$ cat config.mk
export PLATFORM = sky130hd
export DESIGN_NAME = sha256_queue
export DESIGN_NICKNAME = d
export VERILOG_FILES = /design/src/rtl/core/sha256_pkg.sv /design/src/rtl/core/sha256_queue.sv
export SDC_FILE = /design/constraint.sdc
export NUM_CORES = 1
export LEC_CHECK = 0
export ABC_AREA = 1
export BUFFER_PORTS_ARGS = -buffer_cell sky130_fd_sc_hd__buf_4
export CAP_MARGIN = 40
export CELL_PAD_IN_SITES_DETAIL_PLACEMENT = 0
export CELL_PAD_IN_SITES_GLOBAL_PLACEMENT = 1
export CORE_AREA = 2 2 402 404
export CTS_CLUSTER_SIZE = 20
export DETAILED_ROUTE_END_ITERATION = 16
export DIE_AREA = 0 0 404 406
export GPL_ROUTABILITY_DRIVEN = 0
export HOLD_SLACK_MARGIN = 0.05
export PLACE_DENSITY = 0.63
export SLEW_MARGIN = 20
export SYNTH_ARGS = -nofsm -noshare
export SYNTH_HDL_FRONTEND = slang
export SYNTH_SLANG_ARGS = --single-unit
$ cat constraint.sdc
create_clock -name clk -period 22.3 [get_ports clk]
set_clock_uncertainty 0.05 [all_clocks]
set_input_delay 3.345 -clock clk [delete_from_list [all_inputs] [get_ports clk]]
set_output_delay 3.345 -clock clk [all_outputs]
set_load 0.005 [all_outputs]
$ cat src/rtl/core/sha256_pkg.sv
`default_nettype none
// ----------------------------------------------------------------------------
// sha256_pkg
// Shared types, constants and round functions for the SHA-256 byte hasher.
// ----------------------------------------------------------------------------
package sha256_pkg;

    localparam int unsigned BlockBytes = 64;
    localparam int unsigned Rounds     = 64;
    localparam int unsigned LenOffset  = 56;
    localparam int unsigned QueueDepth = 2;

    typedef enum logic {
        MODE_ABSORB = 1'b0,
        MODE_FINISH = 1'b1
    } mode_t;

    typedef struct packed {
        logic       mode;
        logic [7:0] data_byte;
    } in_word_t;

    typedef struct packed {
        logic [63:0] digest_high;
        logic [63:0] digest_upper_mid;
        logic [63:0] digest_lower_mid;
        logic [63:0] digest_low;
    } out_word_t;

    // job handed from the front part to the compression engine
    typedef struct packed {
        logic [511:0] block;
        logic         last;
    } job_t;

    localparam logic [255:0] InitHash = {
        32'h6a09e667, 32'hbb67ae85, 32'h3c6ef372, 32'ha54ff53a,
        32'h510e527f, 32'h9b05688c, 32'h1f83d9ab, 32'h5be0cd19
    };

    function automatic logic [31:0] round_k(input logic [5:0] idx);
        logic [31:0] k;
        begin
            case (idx)
                6'd0: k = 32'h428a2f98;  6'd1: k = 32'h71374491;
                6'd2: k = 32'hb5c0fbcf;  6'd3: k = 32'he9b5dba5;
                6'd4: k = 32'h3956c25b;  6'd5: k = 32'h59f111f1;
                6'd6: k = 32'h923f82a4;  6'd7: k = 32'hab1c5ed5;
                6'd8: k = 32'hd807aa98;  6'd9: k = 32'h12835b01;
                6'd10: k = 32'h243185be; 6'd11: k = 32'h550c7dc3;
                6'd12: k = 32'h72be5d74; 6'd13: k = 32'h80deb1fe;
                6'd14: k = 32'h9bdc06a7; 6'd15: k = 32'hc19bf174;
                6'd16: k = 32'he49b69c1; 6'd17: k = 32'hefbe4786;
                6'd18: k = 32'h0fc19dc6; 6'd19: k = 32'h240ca1cc;
                6'd20: k = 32'h2de92c6f; 6'd21: k = 32'h4a7484aa;
                6'd22: k = 32'h5cb0a9dc; 6'd23: k = 32'h76f988da;
                6'd24: k = 32'h983e5152; 6'd25: k = 32'ha831c66d;
                6'd26: k = 32'hb00327c8; 6'd27: k = 32'hbf597fc7;
                6'd28: k = 32'hc6e00bf3; 6'd29: k = 32'hd5a79147;
                6'd30: k = 32'h06ca6351; 6'd31: k = 32'h14292967;
                6'd32: k = 32'h27b70a85; 6'd33: k = 32'h2e1b2138;
                6'd34: k = 32'h4d2c6dfc; 6'd35: k = 32'h53380d13;
                6'd36: k = 32'h650a7354; 6'd37: k = 32'h766a0abb;
                6'd38: k = 32'h81c2c92e; 6'd39: k = 32'h92722c85;
                6'd40: k = 32'ha2bfe8a1; 6'd41: k = 32'ha81a664b;
                6'd42: k = 32'hc24b8b70; 6'd43: k = 32'hc76c51a3;
                6'd44: k = 32'hd192e819; 6'd45: k = 32'hd6990624;
                6'd46: k = 32'hf40e3585; 6'd47: k = 32'h106aa070;
                6'd48: k = 32'h19a4c116; 6'd49: k = 32'h1e376c08;
                6'd50: k = 32'h2748774c; 6'd51: k = 32'h34b0bcb5;
                6'd52: k = 32'h391c0cb3; 6'd53: k = 32'h4ed8aa4a;
                6'd54: k = 32'h5b9cca4f; 6'd55: k = 32'h682e6ff3;
                6'd56: k = 32'h748f82ee; 6'd57: k = 32'h78a5636f;
                6'd58: k = 32'h84c87814; 6'd59: k = 32'h8cc70208;
                6'd60: k = 32'h90befffa; 6'd61: k = 32'ha4506ceb;
                6'd62: k = 32'hbef9a3f7; 6'd63: k = 32'hc67178f2;
                default: k = 32'h0;
            endcase
            return k;
        end
    endfunction

    function automatic logic [31:0] rotr(input logic [31:0] v, input int unsigned n);
        begin
            return (v >> n) | (v << (32 - n));
        end
    endfunction

endpackage
`default_nettype wire

$ cat src/rtl/core/sha256_queue.sv
`default_nettype none
// ----------------------------------------------------------------------------
// sha256_queue
// Two-entry block queue between the front part and the compression engine.
// ----------------------------------------------------------------------------
module sha256_queue (
    input  wire logic             clk,
    input  wire logic             rst_n,
    input  wire sha256_pkg::job_t push_job,
    input  wire logic             push_valid,
    output logic                  push_ready,
    output sha256_pkg::job_t      pop_job,
    output logic                  pop_valid,
    input  wire logic             pop_ready
);

    sha256_pkg::job_t mem_reg [sha256_pkg::QueueDepth];
    logic       wp_reg, rp_reg;
    logic [1:0] cnt_reg;
    logic       push, pop;

    assign push_ready = cnt_reg != 2'd2;
    assign pop_valid  = cnt_reg != 2'd0;
    assign pop_job    = mem_reg[rp_reg];
    assign push       = push_valid && push_ready;
    assign pop        = pop_valid && pop_ready;

    // storage
    always_ff @(posedge clk)
    begin
        if (push)
            mem_reg[wp_reg] <= push_job;
    end

    // pointers and count
    always_ff @(posedge clk or negedge rst_n)
    begin
        if (!rst_n)
        begin
            wp_reg  <= 1'b0;
            rp_reg  <= 1'b0;
            cnt_reg <= 2'd0;
        end
        else
        begin
            if (push)
                wp_reg <= !wp_reg;
            if (pop)
                rp_reg <= !rp_reg;
            cnt_reg <= cnt_reg + {1'b0, push} - {1'b0, pop};
        end
    end

endmodule
`default_nettype wire

==> impl_metrics.toml <==
[final_layout]
ff_latch_area_um2 = 30900
utilization_pct = 32.2
nets = 4300
final_layout_size_suffix_gt1_share_pct = 31.8
syn_to_final_growth_pct = 36.9
largest_register_ffs = 1026
multiInputGateArea_um2 = 5890
fin_area_um2 = 51500
n_fill_cell = 15961

[timing]
finalCritPeriodShare_pct = 35.1
rsz0062_at_grt = "false"
tns_ns = 0
finalHoldViolCount = 0
clock.fmax_mhz = 128
setup_ws_ns = 14.48
slew_violations = 0
min_period_ns = 7.82
setup_violations = 0
slew_headroom_pct = 33.9
worstMarginPinSlew_ns = 0.991

[synth]
synthesis.nets = 3228
ys_ff_latch = 1030
ys_types = 16
ys_seq_area_share_pct = 82.2
ys_warn_count = 0
syn_inst = 2710
syn_area_um2 = 37600
synthDominantCellAreaShare_pct = 81.9
yosys-top-cells-area = "edfxtp_1, nand2_1, buf_4"
yosysTopAreaCell = "edfxtp_1"
syn_area_per_cell_um2 = 13.9

[place]
portBuffers = 1031
dp_hpwl_um = 86200
postPlaceCellArea_um2 = 47800
place_ws_ns = 14.90

[power]
irDropWorstVdd_v = 0.000104
p_leak_nw = 21.2
p_total_mw = 6.86
power.density_nw_per_um2 = 133

[routing]
firstDrtPassIters = 5
drt-initial-drc-count = 1447
drc = 0
wl_um = 120000
vias = 24049
ant_nets = 0
viasPerCell = 4.02
wl_per_cell_um = 20.1

[outcome]
outcome = "complete, no violations"

[clock_network]
cts.path.max_buffers = 3
numClockSinks = 1030
clk_latency_ns = 0.70
ctsHoldBuffers = 0
cts-root-buf = "clkbuf_16"
cts_tree = "built"
post-cts-setup-buffer-count = 0
cts_resized = 0
cts_buffers = 110
cts_max_level = 3
clk_pin_slew_worst_paths_ns = 0.06

[global_route]
grt_pass1_wl_um = 165000
overflow = 0
grt_max_degree = 169
antenna_found_initial = 31
track_usage_pct = 13.8
grt_pass1_vias = 23625

[critical_path]
cp_max_fo = 82
critical_path_class = "register to output pin"
cp-start-kind = "register"
reg2reg_slack_ns = 18.16
arrival_ns = 4.42
endpoint_kind = "output pin"
crit_required_ns = 18.91

[min_path]
hp-class = "register to register"

[floorplan]
num_rows = 147
start_util_pct = 23.6
die_h_um = 406
die_w_um = 404
num_io_pins = 1032
core_region_area_um2 = 160000
die_area_um2 = 164000

[run]
cap_violations = 0
==> worst paths after layout <==
kind                                      startpoint                        end  cells past startpoint
worst max-delay path              rp_reg$_DFFE_PN0P_               pop_job[279]                      9
worst min-delay path            cnt_reg[0]$_DFF_PN0_       cnt_reg[0]$_DFF_PN0_                      1
worst max register to register  cnt_reg[1]$_DFF_PN0_  mem_reg[0][314]$_DFFE_PP_                     10
worst min register to register  cnt_reg[0]$_DFF_PN0_       cnt_reg[0]$_DFF_PN0_                      1
max in group asynchronous                      rst_n         rp_reg$_DFFE_PN0P_                      1
min in group asynchronous                      rst_n         wp_reg$_DFFE_PN0P_                      1
==> per-stage QoR <==
stage	hold WS, ns	std cells
2_1_floorplan	0.454	2710
3_3_place_gp	0.490	5739
3_5_place_dp	0.493	5755
4_1_cts	0.510	5958
5_1_grt	0.526	5979
6_report	0.507	5982
==> layer usage <==
layer  up-vias  wire length [um]  global-route usage [%]
li1      11373                 -                       -
met1     11668             44500                    15.3
met2       775             62500                    24.4
met3       225              8810                    4.65
met4         8              4110                    5.66
met5         -                55                       0
==> Yosys cell counts, drive strengths merged <==
master,count
edfxtp,1026
inv,8
nor2,5
clkbuf,4
dfrtp,4
o21ai,1
xor2,1
nand3,2
nand2,1548
ha,1
a21oi,1
buf,109
==> worst max-delay path: stages (launching register included) <==
cell and delay [ns]:
dfrtp_4 0.58, buf_16 0.31, buf_4 0.57, buf_4 0.63, buf_4 0.58, buf_4 0.31
buf_16 0.27, nand2_1 0.08, nand2_1 0.09, buf_4 0.11
==> where the power goes <==
group	internal [mW]	leakage (nW)	switching [mW]
Combinational	0.939	9.94	1.39
Sequential	2.64	9.58	0.102
Clock	1.03	1.72	0.762
Total	4.60	21.2	2.26
==> cell families (layout without fill, tap and decap cells) <==
family | Yosys count | count (layout) | synth area share, %
AND/OR/NAND/NOR | 1555 | 1555 | 15.5
XOR/XNOR | 1 | 1 | 0.0233
flip-flops | 1030 | 1030 | 82.2
adder cells (fa/ha/maj) | 1 | 1 | 0.0333
AO/OA/AOI/OAI | 2 | 2 | 0.0266
buffers and inverters | 121 | 1284 | 2.20
other | 0 | 23 | 0
==> placed cells by master, fill, tap and decap left out, types with 3 or more instances in the layout <==
cell type	Yosys	final
clkinv_16	0	5
inv_6	1	4
buf_12	1	7
clkbuf_16	0	110
clkinvlp_4	0	3
clkinv_1	0	24
clkinv_2	0	18
bufinv_16	0	10
nor2_1	5	3
diode_2	0	23
nand2_1	1548	1548
buf_4	36	1052
dfrtp_1	4	3
buf_16	0	13
edfxtp_1	1026	1026
clkbuf_1	4	24
clkinv_4	0	6
inv_1	7	7
==> area by class of cell <==
cell class,instances,share of cell area (%)
Clock inverter,69,1.38
Inverter,8,0.109
Multi-Input combinational cell,1559,11.4
Tap cell,2086,5.07
Sequential cell,1030,60.0
Antenna cell,23,0.112
Clock buffer,134,5.52
Timing Repair Buffer,1073,16.3
(Power assumes the default switching activity.)
