## config.mk

```make
export PLATFORM = sky130hd
export DESIGN_NAME = sha256_core
export DESIGN_NICKNAME = d
export VERILOG_FILES = /design/src/rtl/core/sha256_pkg.sv /design/src/rtl/core/sha256_core.sv
export SDC_FILE = /design/constraint.sdc
export NUM_CORES = 2
export LEC_CHECK = 0
export BUFFER_PORTS_ARGS = -buffer_cell sky130_fd_sc_hd__buf_2
export CORE_MARGIN = 2
export CORE_UTILIZATION = 60
export DETAILED_ROUTE_END_ITERATION = 10
export GPL_TIMING_DRIVEN = 0
export PLACE_DENSITY = 0.81
export SLEW_MARGIN = 5
export SYNTH_ARGS = -nofsm -noshare
export SYNTH_HDL_FRONTEND = slang
export SYNTH_SLANG_ARGS = --single-unit
```

## constraint.sdc

```tcl
create_clock -name clk -period 19.6 [get_ports clk]
set_input_delay 3.92 -clock clk [delete_from_list [all_inputs] [get_ports clk]]
set_output_delay 3.92 -clock clk [all_outputs]
set_load 0.02 [all_outputs]
```

## src/rtl/core/sha256_pkg.sv

```systemverilog
`default_nettype none
// ----------------------------------------------------------------------------
// sha256_pkg
// Shared types, constants and round functions for the SHA-256 byte hasher.
// ----------------------------------------------------------------------------
package sha256_pkg;

    localparam int unsigned BlockBytes = 64;
    localparam int unsigned Rounds     = 64;
    localparam int unsigned LenOffset  = 56;
    localparam int unsigned QueueDepth = 2;

    typedef enum logic {
        MODE_ABSORB = 1'b0,
        MODE_FINISH = 1'b1
    } mode_t;

    typedef struct packed {
        logic       mode;
        logic [7:0] data_byte;
    } in_word_t;

    typedef struct packed {
        logic [63:0] digest_high;
        logic [63:0] digest_upper_mid;
        logic [63:0] digest_lower_mid;
        logic [63:0] digest_low;
    } out_word_t;

    // job handed from the front part to the compression engine
    typedef struct packed {
        logic [511:0] block;
        logic         last;
    } job_t;

    localparam logic [255:0] InitHash = {
        32'h6a09e667, 32'hbb67ae85, 32'h3c6ef372, 32'ha54ff53a,
        32'h510e527f, 32'h9b05688c, 32'h1f83d9ab, 32'h5be0cd19
    };

    function automatic logic [31:0] round_k(input logic [5:0] idx);
        logic [31:0] k;
        begin
            case (idx)
                6'd0: k = 32'h428a2f98;  6'd1: k = 32'h71374491;
                6'd2: k = 32'hb5c0fbcf;  6'd3: k = 32'he9b5dba5;
                6'd4: k = 32'h3956c25b;  6'd5: k = 32'h59f111f1;
                6'd6: k = 32'h923f82a4;  6'd7: k = 32'hab1c5ed5;
                6'd8: k = 32'hd807aa98;  6'd9: k = 32'h12835b01;
                6'd10: k = 32'h243185be; 6'd11: k = 32'h550c7dc3;
                6'd12: k = 32'h72be5d74; 6'd13: k = 32'h80deb1fe;
                6'd14: k = 32'h9bdc06a7; 6'd15: k = 32'hc19bf174;
                6'd16: k = 32'he49b69c1; 6'd17: k = 32'hefbe4786;
                6'd18: k = 32'h0fc19dc6; 6'd19: k = 32'h240ca1cc;
                6'd20: k = 32'h2de92c6f; 6'd21: k = 32'h4a7484aa;
                6'd22: k = 32'h5cb0a9dc; 6'd23: k = 32'h76f988da;
                6'd24: k = 32'h983e5152; 6'd25: k = 32'ha831c66d;
                6'd26: k = 32'hb00327c8; 6'd27: k = 32'hbf597fc7;
                6'd28: k = 32'hc6e00bf3; 6'd29: k = 32'hd5a79147;
                6'd30: k = 32'h06ca6351; 6'd31: k = 32'h14292967;
                6'd32: k = 32'h27b70a85; 6'd33: k = 32'h2e1b2138;
                6'd34: k = 32'h4d2c6dfc; 6'd35: k = 32'h53380d13;
                6'd36: k = 32'h650a7354; 6'd37: k = 32'h766a0abb;
                6'd38: k = 32'h81c2c92e; 6'd39: k = 32'h92722c85;
                6'd40: k = 32'ha2bfe8a1; 6'd41: k = 32'ha81a664b;
                6'd42: k = 32'hc24b8b70; 6'd43: k = 32'hc76c51a3;
                6'd44: k = 32'hd192e819; 6'd45: k = 32'hd6990624;
                6'd46: k = 32'hf40e3585; 6'd47: k = 32'h106aa070;
                6'd48: k = 32'h19a4c116; 6'd49: k = 32'h1e376c08;
                6'd50: k = 32'h2748774c; 6'd51: k = 32'h34b0bcb5;
                6'd52: k = 32'h391c0cb3; 6'd53: k = 32'h4ed8aa4a;
                6'd54: k = 32'h5b9cca4f; 6'd55: k = 32'h682e6ff3;
                6'd56: k = 32'h748f82ee; 6'd57: k = 32'h78a5636f;
                6'd58: k = 32'h84c87814; 6'd59: k = 32'h8cc70208;
                6'd60: k = 32'h90befffa; 6'd61: k = 32'ha4506ceb;
                6'd62: k = 32'hbef9a3f7; 6'd63: k = 32'hc67178f2;
                default: k = 32'h0;
            endcase
            return k;
        end
    endfunction

    function automatic logic [31:0] rotr(input logic [31:0] v, input int unsigned n);
        begin
            return (v >> n) | (v << (32 - n));
        end
    endfunction

endpackage
`default_nettype wire

```

## src/rtl/core/sha256_core.sv

```systemverilog
`default_nettype none
// ----------------------------------------------------------------------------
// sha256_core
// Compression engine: one round per cycle with a rolling 16-word schedule,
// chaining update, digest output register and reset to the initial hash.
// ----------------------------------------------------------------------------
module sha256_core (
    input  wire logic                  clk,
    input  wire logic                  rst_n,
    input  wire sha256_pkg::job_t      job,
    input  wire logic                  job_valid,
    output logic                       job_ready,
    output sha256_pkg::out_word_t      out_word,
    output logic                       out_valid,
    input  wire logic                  out_ready
);

    typedef enum logic [2:0] {
        ST_IDLE  = 3'b001,
        ST_ROUND = 3'b010,
        ST_ADD   = 3'b100
    } core_state_t;

    core_state_t  state_reg, state_next;
    logic [255:0] hash_reg, hash_next;
    logic [255:0] work_reg, work_next;
    logic [511:0] sched_reg, sched_next;
    logic [5:0]   rnd_reg, rnd_next;
    logic         last_reg, last_next;
    logic         ov_reg, ov_next;
    sha256_pkg::out_word_t ow_reg, ow_next;

    logic [31:0] a, b, c, d, e, f, g, h, w0, w1, w9, w14;
    logic [31:0] t1, t2, s0, s1, wn;
    logic [255:0] sum;

    assign job_ready = (state_reg == ST_IDLE) && (!ov_reg || out_ready);
    assign out_valid = ov_reg;
    assign out_word  = ow_reg;

    // one round datapath and schedule step
    always_comb
    begin
        {a, b, c, d, e, f, g, h} = work_reg;
        w0  = sched_reg[511:480];
        w1  = sched_reg[479:448];
        w9  = sched_reg[223:192];
        w14 = sched_reg[63:32];
        s0  = sha256_pkg::rotr(w1, 7) ^ sha256_pkg::rotr(w1, 18) ^ (w1 >> 3);
        s1  = sha256_pkg::rotr(w14, 17) ^ sha256_pkg::rotr(w14, 19) ^ (w14 >> 10);
        wn  = w0 + s0 + w9 + s1;
        t1  = h + (sha256_pkg::rotr(e, 6) ^ sha256_pkg::rotr(e, 11) ^ sha256_pkg::rotr(e, 25))
              + ((e & f) ^ (~e & g)) + sha256_pkg::round_k(rnd_reg) + w0;
        t2  = (sha256_pkg::rotr(a, 2) ^ sha256_pkg::rotr(a, 13) ^ sha256_pkg::rotr(a, 22))
              + ((a & b) ^ (a & c) ^ (b & c));
        for (int i = 0; i < 8; i++)
            sum[255 - 32*i -: 32] = hash_reg[255 - 32*i -: 32] + work_reg[255 - 32*i -: 32];
    end

    // round sequencer
    always_comb
    begin
        state_next = state_reg;
        hash_next  = hash_reg;
        work_next  = work_reg;
        sched_next = sched_reg;
        rnd_next   = rnd_reg;
        last_next  = last_reg;
        ov_next    = ov_reg && !out_ready;
        ow_next    = ow_reg;
        case (state_reg)
            ST_IDLE:
            begin
                if (job_valid && job_ready)
                begin
                    work_next  = hash_reg;
                    sched_next = job.block;
                    last_next  = job.last;
                    rnd_next   = 6'd0;
                    state_next = ST_ROUND;
                end
            end
            ST_ROUND:
            begin
                work_next  = {t1 + t2, a, b, c, d + t1, e, f, g};
                sched_next = {sched_reg[479:0], wn};
                rnd_next   = rnd_reg + 6'd1;
                if (rnd_reg == 6'(sha256_pkg::Rounds - 1))
                    state_next = ST_ADD;
            end
            ST_ADD:
            begin
                state_next = ST_IDLE;
                if (last_reg)
                begin
                    ow_next   = sum;
                    ov_next   = 1'b1;
                    hash_next = sha256_pkg::InitHash;
                end
                else
                    hash_next = sum;
            end
            default: state_next = ST_IDLE;
        endcase
    end

    always_ff @(posedge clk or negedge rst_n)
    begin
        if (!rst_n)
        begin
            state_reg <= ST_IDLE;
            hash_reg  <= sha256_pkg::InitHash;
            ov_reg    <= 1'b0;
        end
        else
        begin
            state_reg <= state_next;
            hash_reg  <= hash_next;
            ov_reg    <= ov_next;
        end
    end

    always_ff @(posedge clk)
    begin
        work_reg  <= work_next;
        sched_reg <= sched_next;
        rnd_reg   <= rnd_next;
        last_reg  <= last_next;
        ow_reg    <= ow_next;
    end

endmodule
`default_nettype wire

```

==> run metrics <==
CTS tree done; gr usage total 0.455; number of synthesis warnings 0; die area 135,000 um2; f_max 107 MHz; vias in the first global route 66,300; Post-CTS Setup Repair Bufs 0; largest net degree at the start of global routing 102; initial antenna violation count 37; Port Buf Inserts 774; layout cells sized above 1 0.138; worst hold margin 0.470 ns; Crit. Startpoint work_reg[115]; vias 69,700; Initial Util 0.604; Post-synth top flop edfxtp_1; fillers 9,653; antenna viol nets, final 0; Final TNS setup 0 ns; clock buffer depth 3; Core Region 131,000 um2; Synth Cell Area 79,300 um2; DR iter-0 viols 11,400; clock sinks 1,323; Post-route DRC 1; Synth top area share 0.390; Multi-input gate area 37,700 um2; Worst setup endpoint work_reg[255]; RSZ-0062 raised after global routing false; clock latency at the later pin of the worst-skew pair 0.81 ns; FFs w/ async S/R, synth 0.197; largest area contributor in the netlist edfxtp_1; reg2reg setup slack 10.29 ns; hold path depth 2; clock edge transition at the registers on the reported setup and hold paths 0.06 ns; CP max stage delay 0.72 ns; Syn Area/Cell 9.82 um2; Layout area overhead 14.9%; CTS hold repair buffers 0; # Max-Cap Violations 2; Critical Path End Type flop; Final Hold Vio Count 0; die span in y 368 um; Post-CTS Resized 0; global route overflow 0; pre-CTS WS 10.65 ns; Final min period 9.31 ns; cell mode on critical path inv_1; CTS Buf Count 144; I/O Pins 775; Crit Path Class flop to flop; Crit-path slowest cell clkbuf_1; first-pass GRT wire length 443,000 um; Reg-to-Reg End work_reg[255]; register area share after synthesis 0.483; worst slew pin tran 1.50 ns; max reg flops 512; Yosys cell types 91; routed len/inst 28.8 um; R2R Path Start work_reg[115]; Tcrit/Tclk final 0.475; Post-Syn Nets 9,175; relative slew slack 0.00153; dpl hpwl 245,000 um; Worst EP required 20.11 ns; Post-Place Cells 10,600; Die W 368 um; H-tree depth 4; most frequent cell after synthesis nand2_1; gp weighted congestion 1.05; final worst setup slack 10.29 ns; Final Skew 0.0334 ns; drt first pass iters 11; Post-Route WL 315,000 um; Clock Root Buffer clkbuf_16; status finished, violations left; setup violators final 0; EDFF count, synth 1,031; Final Instance Count excl. Fillers 10,900; FF-to-FF path depth 33; nature of the critical path startpoint flop; synth cell count leaders 2,305 x nand2_1, 1,031 x edfxtp_1, 495 x inv_1; site row count 133; Synth Register Bits 1,323; fin nets 10,100; Post-Syn Instances 8,074; Pins Over Slew Limit 0; critical path arrival 9.83 ns; Critical Path Fanout Max 6; vias per cell 6.38; register area 38,300 um2; Area contributors post-synth edfxtp_1 39%, nand2_1 11%, ha_1 6.1%, fa_1 4.9%, dfstp_2 4.5%; Hold WC Path Type flop to flop; failing checks design-rule violations, max-capacitance violations
-- metrics by stage --
| step | cell area (um2) | utilization |
|---|---|---|
| final | 91100 | 0.694 |
| after global routing | 91100 | 0.694 |
| after floorplan | 79300 | - |
| after CTS | 91000 | 0.693 |
| after global placement | 85400 | 0.650 |
| after detailed placement | 86100 | 0.656 |
-- worst min path at each step --
stage | from | to | slack, ns
final | hash_reg[96] | hash_reg[96] | 0.47
after global routing | hash_reg[32] | hash_reg[32] | 0.48
after CTS | hash_reg[96] | hash_reg[96] | 0.47
after detailed placement | hash_reg[194] | hash_reg[194] | 0.46
after global placement | hash_reg[66] | hash_reg[66] | 0.45
after floorplan | hash_reg[0] | hash_reg[0] | 0.44
-- critical path, delay by kind of cell, from the launching register on --
kind	cells	cell delay (ns)
adder cells (fa/ha/maj)	6	2.51
buffers and inverters	6	1.31
flip-flops	1	0.38
AND/OR/NAND/NOR	6	1.13
XOR/XNOR	4	1.00
AO/OA/AOI/OAI	11	2.68
-- cell type report --
| class | instances | area share |
|---|---|---|
| clock inverters | 95 | 0.0123 |
| plain buffers | 377 | 0.0158 |
| multi-input cells | 5877 | 0.414 |
| repair buffers | 806 | 0.0502 |
| inverters | 497 | 0.0205 |
| diodes | 29 | 0.000797 |
| well taps | 1755 | 0.0241 |
| flip-flops and latches | 1323 | 0.420 |
| clock buffers | 175 | 0.0416 |
-- cells in the final DEF (no fill, tap or decap), types with 180 or more instances in the layout --
cell type	Yosys	routed
o21ai_0	413	413
xor2_1	220	220
edfxtp_1	1031	1031
xnor2_1	366	366
ha_1	389	389
nor2_1	258	256
inv_1	495	494
fa_1	195	195
clkbuf_1	356	374
a21oi_1	356	356
buf_2	8	781
a21o_1	180	180
nand2_1	2305	2305
-- per-layer routing --
metal / wire, um / vias up / part of all wire / GRT usage
met5: 65 / - / 0.00021 / 0
li1: - / 29900 / - / -
met2: 132000 / 5502 / 0.42 / 0.654
met4: 23000 / 10 / 0.073 / 0.272
met1: 116000 / 33100 / 0.37 / 0.597
met3: 43900 / 1213 / 0.14 / 0.153
-- cell families (layout without fill, tap and decap cells) --
family | count (synthesis) | count (layout) | synth area share
flip-flops | 1323 | 1323 | 0.483
AND/OR/NAND/NOR | 3018 | 3018 | 0.156
buffers and inverters | 874 | 1950 | 0.0415
multiplexers | 40 | 40 | 0.00552
AO/OA/AOI/OAI | 1647 | 1647 | 0.139
XOR/XNOR | 586 | 586 | 0.0647
other | 0 | 29 | 0
adder cells (fa/ha/maj) | 586 | 586 | 0.111
Power is not shown: default switching activity piles up to over one toggle a cycle in this logic, so the estimate is an artifact.
